<file path="src/hw/rtl/assert_macros.svh">
// Assertion macros shared by the trimmed-mean averager RTL.
`ifndef ASSERT_MACROS_SVH
`define ASSERT_MACROS_SVH

// Checks a property on every rising edge of clk while rst_n is high.
`define TMA_ASSERT(label, prop, msg) \
  label: assert property (@(posedge clk) disable iff (!rst_n) (prop)) else $error(msg);

// Checks that a condition implies a consequence in the same cycle.
`define TMA_ASSERT_IMPL(label, ante, cons, msg) \
  label: assert property (@(posedge clk) disable iff (!rst_n) (ante) |-> (cons)) \
    else $error(msg);

// Checks that a condition implies a consequence in the next cycle.
`define TMA_ASSERT_NEXT(label, ante, cons, msg) \
  label: assert property (@(posedge clk) disable iff (!rst_n) (ante) |=> (cons)) \
    else $error(msg);

`endif

</file>
<file path="src/hw/rtl/tma_pkg.sv">
// Types and constants shared by the trimmed-mean averager modules.
package tma_pkg;

  localparam int CH_W       = 3;
  localparam int SAMPLE_W   = 10;
  localparam int SUM_W      = 18;
  localparam int CNT_W      = 8;
  localparam int DIV_CNT_W  = $clog2(SUM_W);

  localparam logic [CNT_W-1:0]    WIN_RESET = 8'd52;
  localparam logic [CNT_W-1:0]    WIN_MIN   = 8'd3;
  localparam logic [CNT_W-1:0]    TRIMMED   = 8'd2;
  localparam logic [SAMPLE_W-1:0] MIN_RESET = 10'd1023;
  localparam logic [SAMPLE_W-1:0] MAX_RESET = 10'd0;

  typedef struct packed {
    logic [CH_W-1:0]     channel;
    logic [SAMPLE_W-1:0] sample;
  } in_item_t;

  typedef struct packed {
    logic [CH_W-1:0]     out_channel;
    logic [SAMPLE_W-1:0] average;
  } out_item_t;

  typedef struct packed {
    logic capture;
    logic update;
    logic div_step;
    logic emit;
  } ctrl_cmd_t;

  typedef struct packed {
    logic complete;
    logic div_done;
    logic out_full;
  } dp_status_t;

endpackage

</file>
<file path="src/hw/rtl/tma_ctrl.sv">
// Controller state machine sequencing capture, update, division and output.
`include "assert_macros.svh"

module tma_ctrl (
  input  logic                clk,
  input  logic                rst_n,
  input  logic                in_valid,
  output logic                in_ready,
  input  tma_pkg::dp_status_t st,
  output tma_pkg::ctrl_cmd_t  cmd
);

  localparam logic [1:0] S_IDLE   = 2'd0;
  localparam logic [1:0] S_UPDATE = 2'd1;
  localparam logic [1:0] S_DIV    = 2'd2;
  localparam logic [1:0] S_EMIT   = 2'd3;

  logic [1:0] state_r;
  logic [1:0] state_nxt;

  always_comb begin
    state_nxt = state_r;
    cmd       = '0;
    in_ready  = 1'b0;
    case (state_r)
      S_IDLE: begin
        in_ready = 1'b1;
        if (in_valid) begin
          cmd.capture = 1'b1;
          state_nxt   = S_UPDATE;
        end
      end
      S_UPDATE: begin
        cmd.update = 1'b1;
        state_nxt  = st.complete ? S_DIV : S_IDLE;
      end
      S_DIV: begin
        cmd.div_step = 1'b1;
        if (st.div_done) begin
          state_nxt = S_EMIT;
        end
      end
      S_EMIT: begin
        if (!st.out_full) begin
          cmd.emit  = 1'b1;
          state_nxt = S_IDLE;
        end
      end
      default: begin
        state_nxt = S_IDLE;
      end
    endcase
  end

  always_ff @(posedge clk) begin
    if (!rst_n) begin
      state_r <= S_IDLE;
    end else begin
      state_r <= state_nxt;
    end
  end

  `TMA_ASSERT_NEXT(a_emit_returns_idle, state_r == S_EMIT && !st.out_full,
    state_r == S_IDLE, "Emit did not return the controller to idle.")
  `TMA_ASSERT_NEXT(a_short_item_idle, state_r == S_UPDATE && !st.complete,
    in_ready, "An item without a result did not free the input.")
  `TMA_ASSERT_IMPL(a_one_command, 1'b1, $onehot0(cmd),
    "More than one datapath command is active.")

endmodule

</file>
<file path="src/hw/rtl/tma_dp.sv">
// Datapath with per-channel accumulators, serial divider and output register.
`include "assert_macros.svh"

module tma_dp #(
  parameter int NUM_CHANNELS = 8
) (
  input  logic                           clk,
  input  logic                           rst_n,
  input  tma_pkg::in_item_t              in_item,
  input  logic                           cfg_we,
  input  logic [tma_pkg::CNT_W-1:0]      cfg_wdata,
  input  tma_pkg::ctrl_cmd_t             cmd,
  output tma_pkg::dp_status_t            st,
  output logic                           out_valid,
  input  logic                           out_ready,
  output tma_pkg::out_item_t             out_item
);

  localparam int IDX_W = (NUM_CHANNELS > 1) ? $clog2(NUM_CHANNELS) : 1;

  logic [tma_pkg::SUM_W-1:0]    sum_r [NUM_CHANNELS];
  logic [tma_pkg::CNT_W-1:0]    cnt_r [NUM_CHANNELS];
  logic [tma_pkg::SAMPLE_W-1:0] min_r [NUM_CHANNELS];
  logic [tma_pkg::SAMPLE_W-1:0] max_r [NUM_CHANNELS];

  tma_pkg::in_item_t             item_r;
  logic [tma_pkg::CNT_W-1:0]     window_r;
  logic [tma_pkg::SUM_W-1:0]     quo_r;
  logic [tma_pkg::SUM_W-1:0]     quo_nxt;
  logic [tma_pkg::CNT_W-1:0]     rem_r;
  logic [tma_pkg::CNT_W-1:0]     rem_nxt;
  logic [tma_pkg::CNT_W-1:0]     divisor_r;
  logic [tma_pkg::DIV_CNT_W-1:0] div_cnt_r;
  logic [tma_pkg::DIV_CNT_W-1:0] div_cnt_nxt;
  logic                          out_valid_r;
  logic                          out_valid_nxt;
  tma_pkg::out_item_t            out_item_r;

  logic [IDX_W-1:0]              idx;
  logic                          present;
  logic [tma_pkg::SUM_W-1:0]     sum_upd;
  logic [tma_pkg::CNT_W-1:0]     cnt_upd;
  logic [tma_pkg::SAMPLE_W-1:0]  min_upd;
  logic [tma_pkg::SAMPLE_W-1:0]  max_upd;
  logic [tma_pkg::CNT_W-1:0]     win_eff;
  logic [tma_pkg::SUM_W-1:0]     rest;
  logic [tma_pkg::CNT_W:0]       shifted;
  logic [tma_pkg::CNT_W:0]       diff;
  logic                          ge;

  assign idx     = IDX_W'(item_r.channel);
  assign present = int'(item_r.channel) < NUM_CHANNELS;
  assign win_eff = (window_r < tma_pkg::WIN_MIN) ? tma_pkg::WIN_MIN : window_r;

  always_comb begin
    sum_upd = sum_r[idx] + tma_pkg::SUM_W'(item_r.sample);
    cnt_upd = cnt_r[idx] + tma_pkg::CNT_W'(1);
    min_upd = (item_r.sample < min_r[idx]) ? item_r.sample : min_r[idx];
    max_upd = (item_r.sample > max_r[idx]) ? item_r.sample : max_r[idx];
    rest    = sum_upd - tma_pkg::SUM_W'(min_upd) - tma_pkg::SUM_W'(max_upd);
  end

  assign st.complete = present && (cnt_upd >= win_eff);
  assign st.div_done = div_cnt_r == tma_pkg::DIV_CNT_W'(tma_pkg::SUM_W - 1);
  assign st.out_full = out_valid_r && !out_ready;

  // One restoring division step per cycle.
  assign shifted = {rem_r, quo_r[tma_pkg::SUM_W-1]};
  assign diff    = shifted - {1'b0, divisor_r};
  assign ge      = shifted >= {1'b0, divisor_r};

  always_comb begin
    quo_nxt     = quo_r;
    rem_nxt     = rem_r;
    div_cnt_nxt = div_cnt_r;
    if (cmd.update) begin
      quo_nxt     = rest;
      rem_nxt     = '0;
      div_cnt_nxt = '0;
    end else if (cmd.div_step) begin
      quo_nxt     = {quo_r[tma_pkg::SUM_W-2:0], ge};
      rem_nxt     = ge ? diff[tma_pkg::CNT_W-1:0] : shifted[tma_pkg::CNT_W-1:0];
      div_cnt_nxt = div_cnt_r + tma_pkg::DIV_CNT_W'(1);
    end
  end

  always_comb begin
    out_valid_nxt = out_valid_r;
    if (cmd.emit) begin
      out_valid_nxt = 1'b1;
    end else if (out_ready) begin
      out_valid_nxt = 1'b0;
    end
  end

  always_ff @(posedge clk) begin
    if (!rst_n) begin
      for (int i = 0; i < NUM_CHANNELS; i++) begin
        sum_r[i] <= '0;
        cnt_r[i] <= '0;
        min_r[i] <= tma_pkg::MIN_RESET;
        max_r[i] <= tma_pkg::MAX_RESET;
      end
      window_r    <= tma_pkg::WIN_RESET;
      out_valid_r <= 1'b0;
    end else begin
      if (cmd.update && present) begin
        if (st.complete) begin
          sum_r[idx] <= '0;
          cnt_r[idx] <= '0;
          min_r[idx] <= tma_pkg::MIN_RESET;
          max_r[idx] <= tma_pkg::MAX_RESET;
        end else begin
          sum_r[idx] <= sum_upd;
          cnt_r[idx] <= cnt_upd;
          min_r[idx] <= min_upd;
          max_r[idx] <= max_upd;
        end
      end
      if (cfg_we) begin
        window_r <= cfg_wdata;
      end
      out_valid_r <= out_valid_nxt;
    end
  end

  always_ff @(posedge clk) begin
    if (cmd.capture) begin
      item_r <= in_item;
    end
    if (cmd.update) begin
      divisor_r <= cnt_upd - tma_pkg::TRIMMED;
    end
    if (cmd.emit) begin
      out_item_r.out_channel <= item_r.channel;
      out_item_r.average     <= quo_r[tma_pkg::SAMPLE_W-1:0];
    end
    quo_r     <= quo_nxt;
    rem_r     <= rem_nxt;
    div_cnt_r <= div_cnt_nxt;
  end

  assign out_valid = out_valid_r;
  assign out_item  = out_item_r;

  `TMA_ASSERT_NEXT(a_window_cleared, cmd.update && st.complete, cnt_r[idx] == '0,
    "A completed window did not clear its channel count.")
  `TMA_ASSERT_IMPL(a_fall_on_ready, $fell(out_valid_r), $past(out_ready),
    "A result was dropped without being taken.")
  `TMA_ASSERT_IMPL(a_emit_free, cmd.emit, !out_valid_r || out_ready,
    "A result overwrote one that was still waiting.")

endmodule

</file>
<file path="src/hw/rtl/trimmed_mean_adc_averager_unit.sv">
// Top level of the per-channel trimmed-mean ADC averager.
// Each item is one ADC sample tagged with its channel. A sample for a channel at or
// above NUM_CHANNELS is dropped. An item that does not complete a window goes through
// the accept and the accumulator update. An item that completes a window goes through
// the accept, the update, 18 steps of a restoring divider that works one quotient bit
// per cycle, and the load of the output register, which waits while a previous result
// is still held there. The input is ready again as soon as the result is in the output
// register. The window register is written with cfg_we and takes effect for the next
// item; values below three act as three.
module trimmed_mean_adc_averager_unit #(
  parameter int NUM_CHANNELS = 8
) (
  input  logic                      clk,
  input  logic                      rst_n,
  input  logic                      in_valid,
  output logic                      in_ready,
  input  tma_pkg::in_item_t         in_item,
  output logic                      out_valid,
  input  logic                      out_ready,
  output tma_pkg::out_item_t        out_item,
  input  logic                      cfg_we,
  input  logic [tma_pkg::CNT_W-1:0] cfg_wdata
);

  tma_pkg::ctrl_cmd_t  cmd;
  tma_pkg::dp_status_t st;

  tma_ctrl u_ctrl (
    .clk      (clk),
    .rst_n    (rst_n),
    .in_valid (in_valid),
    .in_ready (in_ready),
    .st       (st),
    .cmd      (cmd)
  );

  tma_dp #(
    .NUM_CHANNELS (NUM_CHANNELS)
  ) u_dp (
    .clk       (clk),
    .rst_n     (rst_n),
    .in_item   (in_item),
    .cfg_we    (cfg_we),
    .cfg_wdata (cfg_wdata),
    .cmd       (cmd),
    .st        (st),
    .out_valid (out_valid),
    .out_ready (out_ready),
    .out_item  (out_item)
  );

endmodule

</file>
<file path="config.mk">
export PLATFORM = sky130hd
export DESIGN_NAME = trimmed_mean_adc_averager_unit
export DESIGN_NICKNAME = d
export VERILOG_FILES = /design/src/hw/rtl/tma_pkg.sv /design/src/hw/rtl/tma_ctrl.sv /design/src/hw/rtl/tma_dp.sv /design/src/hw/rtl/trimmed_mean_adc_averager_unit.sv
export VERILOG_INCLUDE_DIRS = /design/src /design/src/hw/rtl
export SDC_FILE = /design/constraint.sdc
export NUM_CORES = 1
export LEC_CHECK = 0
export ABC_AREA = 1
export BUFFER_PORTS_ARGS = -buffer_cell sky130_fd_sc_hd__buf_2
export CELL_PAD_IN_SITES_DETAIL_PLACEMENT = 1
export CELL_PAD_IN_SITES_GLOBAL_PLACEMENT = 1
export CORE_ASPECT_RATIO = 0.75
export CORE_MARGIN = 3
export CORE_UTILIZATION = 54
export DETAILED_ROUTE_END_ITERATION = 16
export GPL_TIMING_DRIVEN = 0
export HOLD_SLACK_MARGIN = 0.08
export MAX_ROUTING_LAYER = met4
export PLACE_DENSITY_LB_ADDON = 0.08
export SLEW_MARGIN = 5
export SYNTH_ARGS = -nofsm -noshare
export SYNTH_HDL_FRONTEND = slang
export SYNTH_SLANG_ARGS = --single-unit
</file>
<file path="constraint.sdc">
create_clock -name clk -period 8.08 [get_ports clk]
set_clock_uncertainty 0.1 [all_clocks]
set_input_delay 1.616 -clock clk [delete_from_list [all_inputs] [get_ports clk]]
set_output_delay 1.616 -clock clk [all_outputs]
set_load 0.01 [all_outputs]
</file>
==> impl_results.md, run 1 <==
- Total grt overflow: 0
- Logic pwr share: 38.2%
- Placed cell areas: ~23000 µm²
- Max-Cap Viols: 0
- CP peak stage delay: approximately 0.58 ns
- CP arrival: approximately 7.8 ns
- Clock share of power: between 20% and 30%
- Die ar.: between 40000 and 50000 µm²
- Setup tns final: 0 ns
- Hold-fix buffers, CTS: 0
- Overall Power: ~8 mW
- Post-Route WL: approximately 78 mm
- Clk Latency, worst-skew pair: ~0.58 ns
- FF-to-FF setup slack: 0.50 ns
- Most common cell after layout, fill and taps aside: nor2_1
- Syn. warnings: 0
- Starting DRC count in detailed routing: between 2000 and 2500
- FP Rows: 63
- Dpl cells: 2862
- Pin count of the biggest net entering global routing: between 40 and 50
- First-pass GRT wire length: roughly 120 mm
- GP Congestion: just over 0.9
- Final HPWL DP: approximately 53 mm
- Die Y: around 180 µm
- DR vias/cell: roughly 6.3
- Core Area: approximately 40000 µm²
- Final instance area: about 25000 µm²
- Initial Util: a little under three fifths
- Register bit total from synthesis: roughly 450
- Hold Fails Final Rpt: 0
- EDFF count, synth: 420
- Unique masters post-synth: 47
- Endpoint type of the worst setup path: register
- CP most frequent cell: nand2_1
- CP required: about 8.3 ns
- Seq pwr share: a little over a third
- Final core utilization: approximately 60%
- Tmin final: roughly 7.6 ns
- # clock sinks: 447
- Synthesized cell area: 22210 µm²
- Boundary pin count: 41
- Sequential fraction of the synthesis area: just under 60%
- Pwr dens: about 320 nW/µm²
- Period utilisation layout: 93.76%
- Total global-route track usage: 36.83%
- Mapped Cells: 2303
- Root buf cell: clkbuf_16
- P_int: 4.832 mW
- Routed vias: between 15000 and 20000
- Clk slew on worst S/H paths: roughly 0.06 ns
- Antenna-violating nets left: 0
- Area grow syn2layout: 10.67%
- Port Buffers: 39
- Post-CTS Resized: 0
- Total CTS buffers: 46
- H-tree depth: 2
- DR pass1 iterations: 6
- Syn avg cell area: 9.645 µm²
- Worst-path fanout max: 10
- WL per Instance: 26.51 µm
- RSZ-0062 raised after global routing: false
- CP Class: register to register
- Syn nets: about 2400
- Final Setup Violations: 0
- CP max stage cell: clkbuf_1
- Post-route insts no fill: 2944
- Vias in the first global route: 18843
- Antenna cells: 0
- Async S/R FF share, synth: 0%
- Worst IR Drop VDD: roughly 0.22 mV
- Fin worst setup slack: about 0.50 ns
- Leakage: ~9.0 nW
- WP buf/inv: 6
- Switching Share: 39.45%
- HP Class: register to register
- P_sw: approximately 3.1 mW
- CTS tree: built
- Synth Flop Type: edfxtp_1
- Post-CTS setup buffers: 0
- Fmax: 132.0 MHz
- CP startpoint kind: register
- Fill cells: about 4500
- Status: finished, final reports clean
- Slew Limit Fails: 0
- Hold slack: about 0.38 ns
- Setup WS pre-CTS: slightly above 0.8 ns
- CP top delay family: compound AO/OA/AOI/OAI gates
- Layout cell share with drive strength beyond 1: under 10%
- Nets: about 2500
- Worst slew margin: ~27%
- Worst-Margin Slew: 1.089 ns
- Die Width: between 200 and 250 µm
- Max clock buf depth: 3
- Commonest non-fill, non-tap cells in the layout: 571 x nor2_1, 420 x edfxtp_1, 356 x nand2_1
- Initial antenna violation count: 2
- DRC violations left: 0
final timing paths:
| path | endpoint | cells past startpoint | start |
|---|---|---|---|
| min | u_dp.out_item[0] | 0 | u_dp.quo_r[0] |
| max | u_dp.quo_r[17] | 31 | register |
| max reg2reg | u_dp.quo_r[17] | 31 | register |
| min reg2reg | u_dp.out_item[0] | 0 | u_dp.quo_r[0] |
power groups by stage:
stage	clock network, mW	registers [mW]	logic [mW]
after floorplan	0	2.80	1.98
after global placement	0	2.84	2.78
after detailed placement	0	2.85	2.92
after CTS	2.12	2.80	2.96
after global routing	2.22	2.81	3.32
final	2.13	2.80	3.05
cell families after synthesis:
group	synth area share, %
and+or+nand+nor	18.59
xor gates and xnor gates	1.205
AOI/OAI and AO/OA	10.88
adders and majority gates	4.687
buffers and inverters	5.424
DFF	59.21
synth_stat cells, types with 12 or more instances:
cell      instances  area, µm²
o21ai_0         212       1061
inv_1           145      544.3
o221ai_1         12      105.1
nand2_1         364       1366
a21oi_1          59      295.3
nor2_1          571       2143
ha_1             64      800.8
clkbuf_1         59      221.5
edfxtp_1        420      12610
buf_2            33      165.2
nand4_1          14      87.58
o22ai_1          52      325.3
o21ai_1          47      235.2
inv_2            22      82.58
nand3_1          49      245.2
dfxtp_1          27      540.5
xor2_1           16      140.1
a31oi_1          16      100.1
fa_1             12      240.2
area by class of cell:
cell class              count  area [µm²]  share of cell area [%]
well taps                 520       650.6                   2.647
clock inverters            24       168.9                  0.6871
plain buffers             119       574.3                   2.336
clock buffers              58        1291                   5.253
multi-input cells        1569        7919                   32.21
flip-flops and latches    447       13150                   53.50
inverters                 168       630.6                   2.565
repair buffers             39       195.2                  0.7940
state kept, by name, summed over array words and instances, names as in the netlist, 10 cells and up, named ones only:
signal and cells:
u_dp.cnt_r 64, u_dp.max_r 80, u_dp.item_r 10, u_dp.quo_r 18, u_dp.sum_r 144, u_dp.out_item 13, u_dp.min_r 80
routing by layer:
layer | routed length, µm | up-vias | share of wire (%) | GRT usage [%]
met5 | 0 | - | 0 | -
met4 | 2433 | 0 | 3.1 | 10.79
met3 | 9045 | 193 | 12 | 9.034
met2 | 35150 | 1044 | 45 | 56.28
met1 | 31420 | 9209 | 40 | 49.28
li1 | - | 7988 | - | -
worst register-to-register path: cells and delay by family (launching register included):
| family | cells | cell delay (ns) |
|---|---|---|
| AOI/OAI and AO/OA | 12 | 2.32 |
| buffers and inverters | 6 | 2.08 |
| and+or+nand+nor | 10 | 1.31 |
| adders and majority gates | 3 | 1.24 |
| DFF | 1 | 0.30 |
Note: power is estimated with default switching activity, not from simulation.
==> run 2, diff against run 1 <==
- CORE_UTILIZATION: 54 -> 45
- SETUP_SLACK_MARGIN: not set -> 0.05
- clock period: 8.08 -> 6.3 ns (I/O delays scaled with it)
==> impl_results.md, run 2 (synthesis gave the netlist of run 1 again) <==
- Max clock buf depth: 3
- Initial Util: between 40% and 50%
- CP max stage cell: o21ai_1
- Reg2Reg Depth: 29
- Most common cell after layout, fill and taps aside: nor2_1
- Commonest non-fill, non-tap cells in the layout: 571 x nor2_1, 420 x edfxtp_1, 354 x nand2_1
- CP startpoint kind: register
- Final Setup Violations: 0
- Total CTS buffers: 47
- Worst-Margin Slew: 1.094 ns
- Clk slew on worst S/H paths: roughly 0.060 ns
- Fin worst setup slack: ~0.4 ns
- Placed cell areas: 23310 µm²
- Antenna-violating nets left: 0
- Vias in the first global route: between 15000 and 20000
- CP required: ~6.6 ns
- Layout cell share with drive strength beyond 1: a little under an eighth
- Max-Cap Viols: 0
- Leakage: 9.099 nW
- Endpoint type of the worst setup path: register
- Total global-route track usage: a little under a third
- Largest registers: u_dp.sum_r (144), u_dp.max_r (80), u_dp.min_r (80)
- Hold path depth: 0
- # clock sinks: 447
- DRC violations left: 0
- Final HPWL DP: approximately 55 mm
- CP peak stage delay: between 0.5 and 0.6 ns
- Die ar.: between 50000 and 60000 µm²
- Final core utilization: 52.01%
- FP Rows: just under 70
- Slew Limit Fails: 0
- HP Class: register to register
- Clk Latency, worst-skew pair: roughly 0.62 ns
- Pin count of the biggest net entering global routing: 47
- Worst slew margin: around 27%
- Dpl cells: 2983
- Hold-fix buffers, CTS: 0
- H-tree depth: 2
- CP most frequent cell: nand2_1
- Starting DRC count in detailed routing: about 2000
- WHS Endpoint: u_dp.out_item[2]
- CP Class: register to register
- FF-to-FF setup slack: 0.39 ns
- Total grt overflow: 0
- Die Y: between 150 and 200 µm
- Setup WS pre-CTS: -0.9079 ns
- Port Buffers: 39
- Tmin final: 5.908 ns
- Worst IR Drop VDD: 0.2373 mV
- Initial antenna violation count: 2
- Routed vias: between 15000 and 20000
- Status: finished, final reports clean
- GP Congestion: 0.8736
- Setup tns final: 0 ns
- Biggest register: u_dp.sum_r
- CTS tree: built
- Fmax: between 150 and 200 MHz
- Boundary pin count: 41
- Nets: approximately 2500
- R2R Path End: u_dp.quo_r[17]
- Post-route insts no fill: roughly 3000
- First-pass GRT wire length: about 120 mm
- Area grow syn2layout: 12.60%
- WL per Instance: roughly 26 µm
- Post-Route WL: a little under 80 mm
- CP arrival: 6.16 ns
- Hold Fails Final Rpt: 0
- Hold Path Origin: u_dp.quo_r[2]
- Die Width: about 260 µm
- DR vias/cell: 5.798
- Worst-path fanout max: 10
- Period utilisation layout: a little over nine tenths
- Pwr dens: between 400 and 500 nW/µm²
- Largest register FFs: 144
- Root buf cell: clkbuf_16
- DR pass1 iterations: 5
- Final instance area: about 25000 µm²
- Core Area: slightly below 50000 µm²
==> run 2: cell count changes in the layout (fill, tap and decap cells not counted), moves of 7 or more <==
| cell | change |
|---|---|
| clkbuf_1 | -16 |
| clkbuf_4 | +11 |
| clkbuf_2 | +10 |
| buf_2 | -16 |
| o21ai_0 | -7 |
| buf_4 | +9 |
==> run 2: final cells by class <==
cell class | instances | area [µm²]
clock inverters | 25 | 205.2
plain buffers | 113 | 668.1
fillers | 5392 | 23080
repair buffers | 45 | 285.3
diodes | 2 | 5.005
inverters | 168 | 630.6
clock buffers | 59 | 1221
well taps | 639 | 799.5
multi-input cells | 1569 | 8040
flip-flops and latches | 447 | 13160
==> run 2: what timing repair did <==
action / CTS / global route
pin swaps: 0 / 7
setup endpoints to repair: 13 / 10
gates resized for setup: 35 / 64
buffers inserted: 0 / 4
==> run 2: how the worst max path moves through the flow <==
stage	startpoint	to	slack [ns]
global route	register	u_dp.quo_r[17]	-0.01
finish	register	u_dp.quo_r[17]	0.39
global placement	register	u_dp.quo_r[17]	-0.84
floorplan	register	u_dp.quo_r[17]	1.04
CTS	register	u_dp.quo_r[17]	0.07
detailed placement	register	u_dp.quo_r[17]	-0.91
==> run 2: worst max-delay path, delay by kind of cell (launching register included) <==
kind / cells / cell delay (ns)
compound gates: 10 / 1.88
buf+inv: 6 / 1.03
fa+ha+maj: 3 / 1.17
flops: 1 / 0.41
simple gates: 10 / 1.03
==> run 2: per-layer routing <==
layer | global-route usage, % | vias to the layer above | wire length [µm]
li1 | - | 8011 | -
met1 | 43.48 | 8916 | 35210
met2 | 46.27 | 757 | 34130
met3 | 7.296 | 97 | 7890
met4 | 6.832 | 0 | 1477
met5 | - | - | 0
==> run 2: report_power, final <==
group	internal, mW	total (mW)	switching [mW]
Clock	1.46	2.70	1.23
Sequential	3.49	3.57	0.0866
Combinational	1.38	4.06	2.69
Total	6.33	10.3	4.01
==> run 2: stage by stage <==
stage          total power [mW]  hold slack, ns
2_1_floorplan             6.133          0.3237
3_3_place_gp              7.193          0.3401
3_5_place_dp              7.321          0.3411
4_1_cts                   10.04          0.3548
5_1_grt                   10.94          0.3676
6_report                  10.33          0.3539
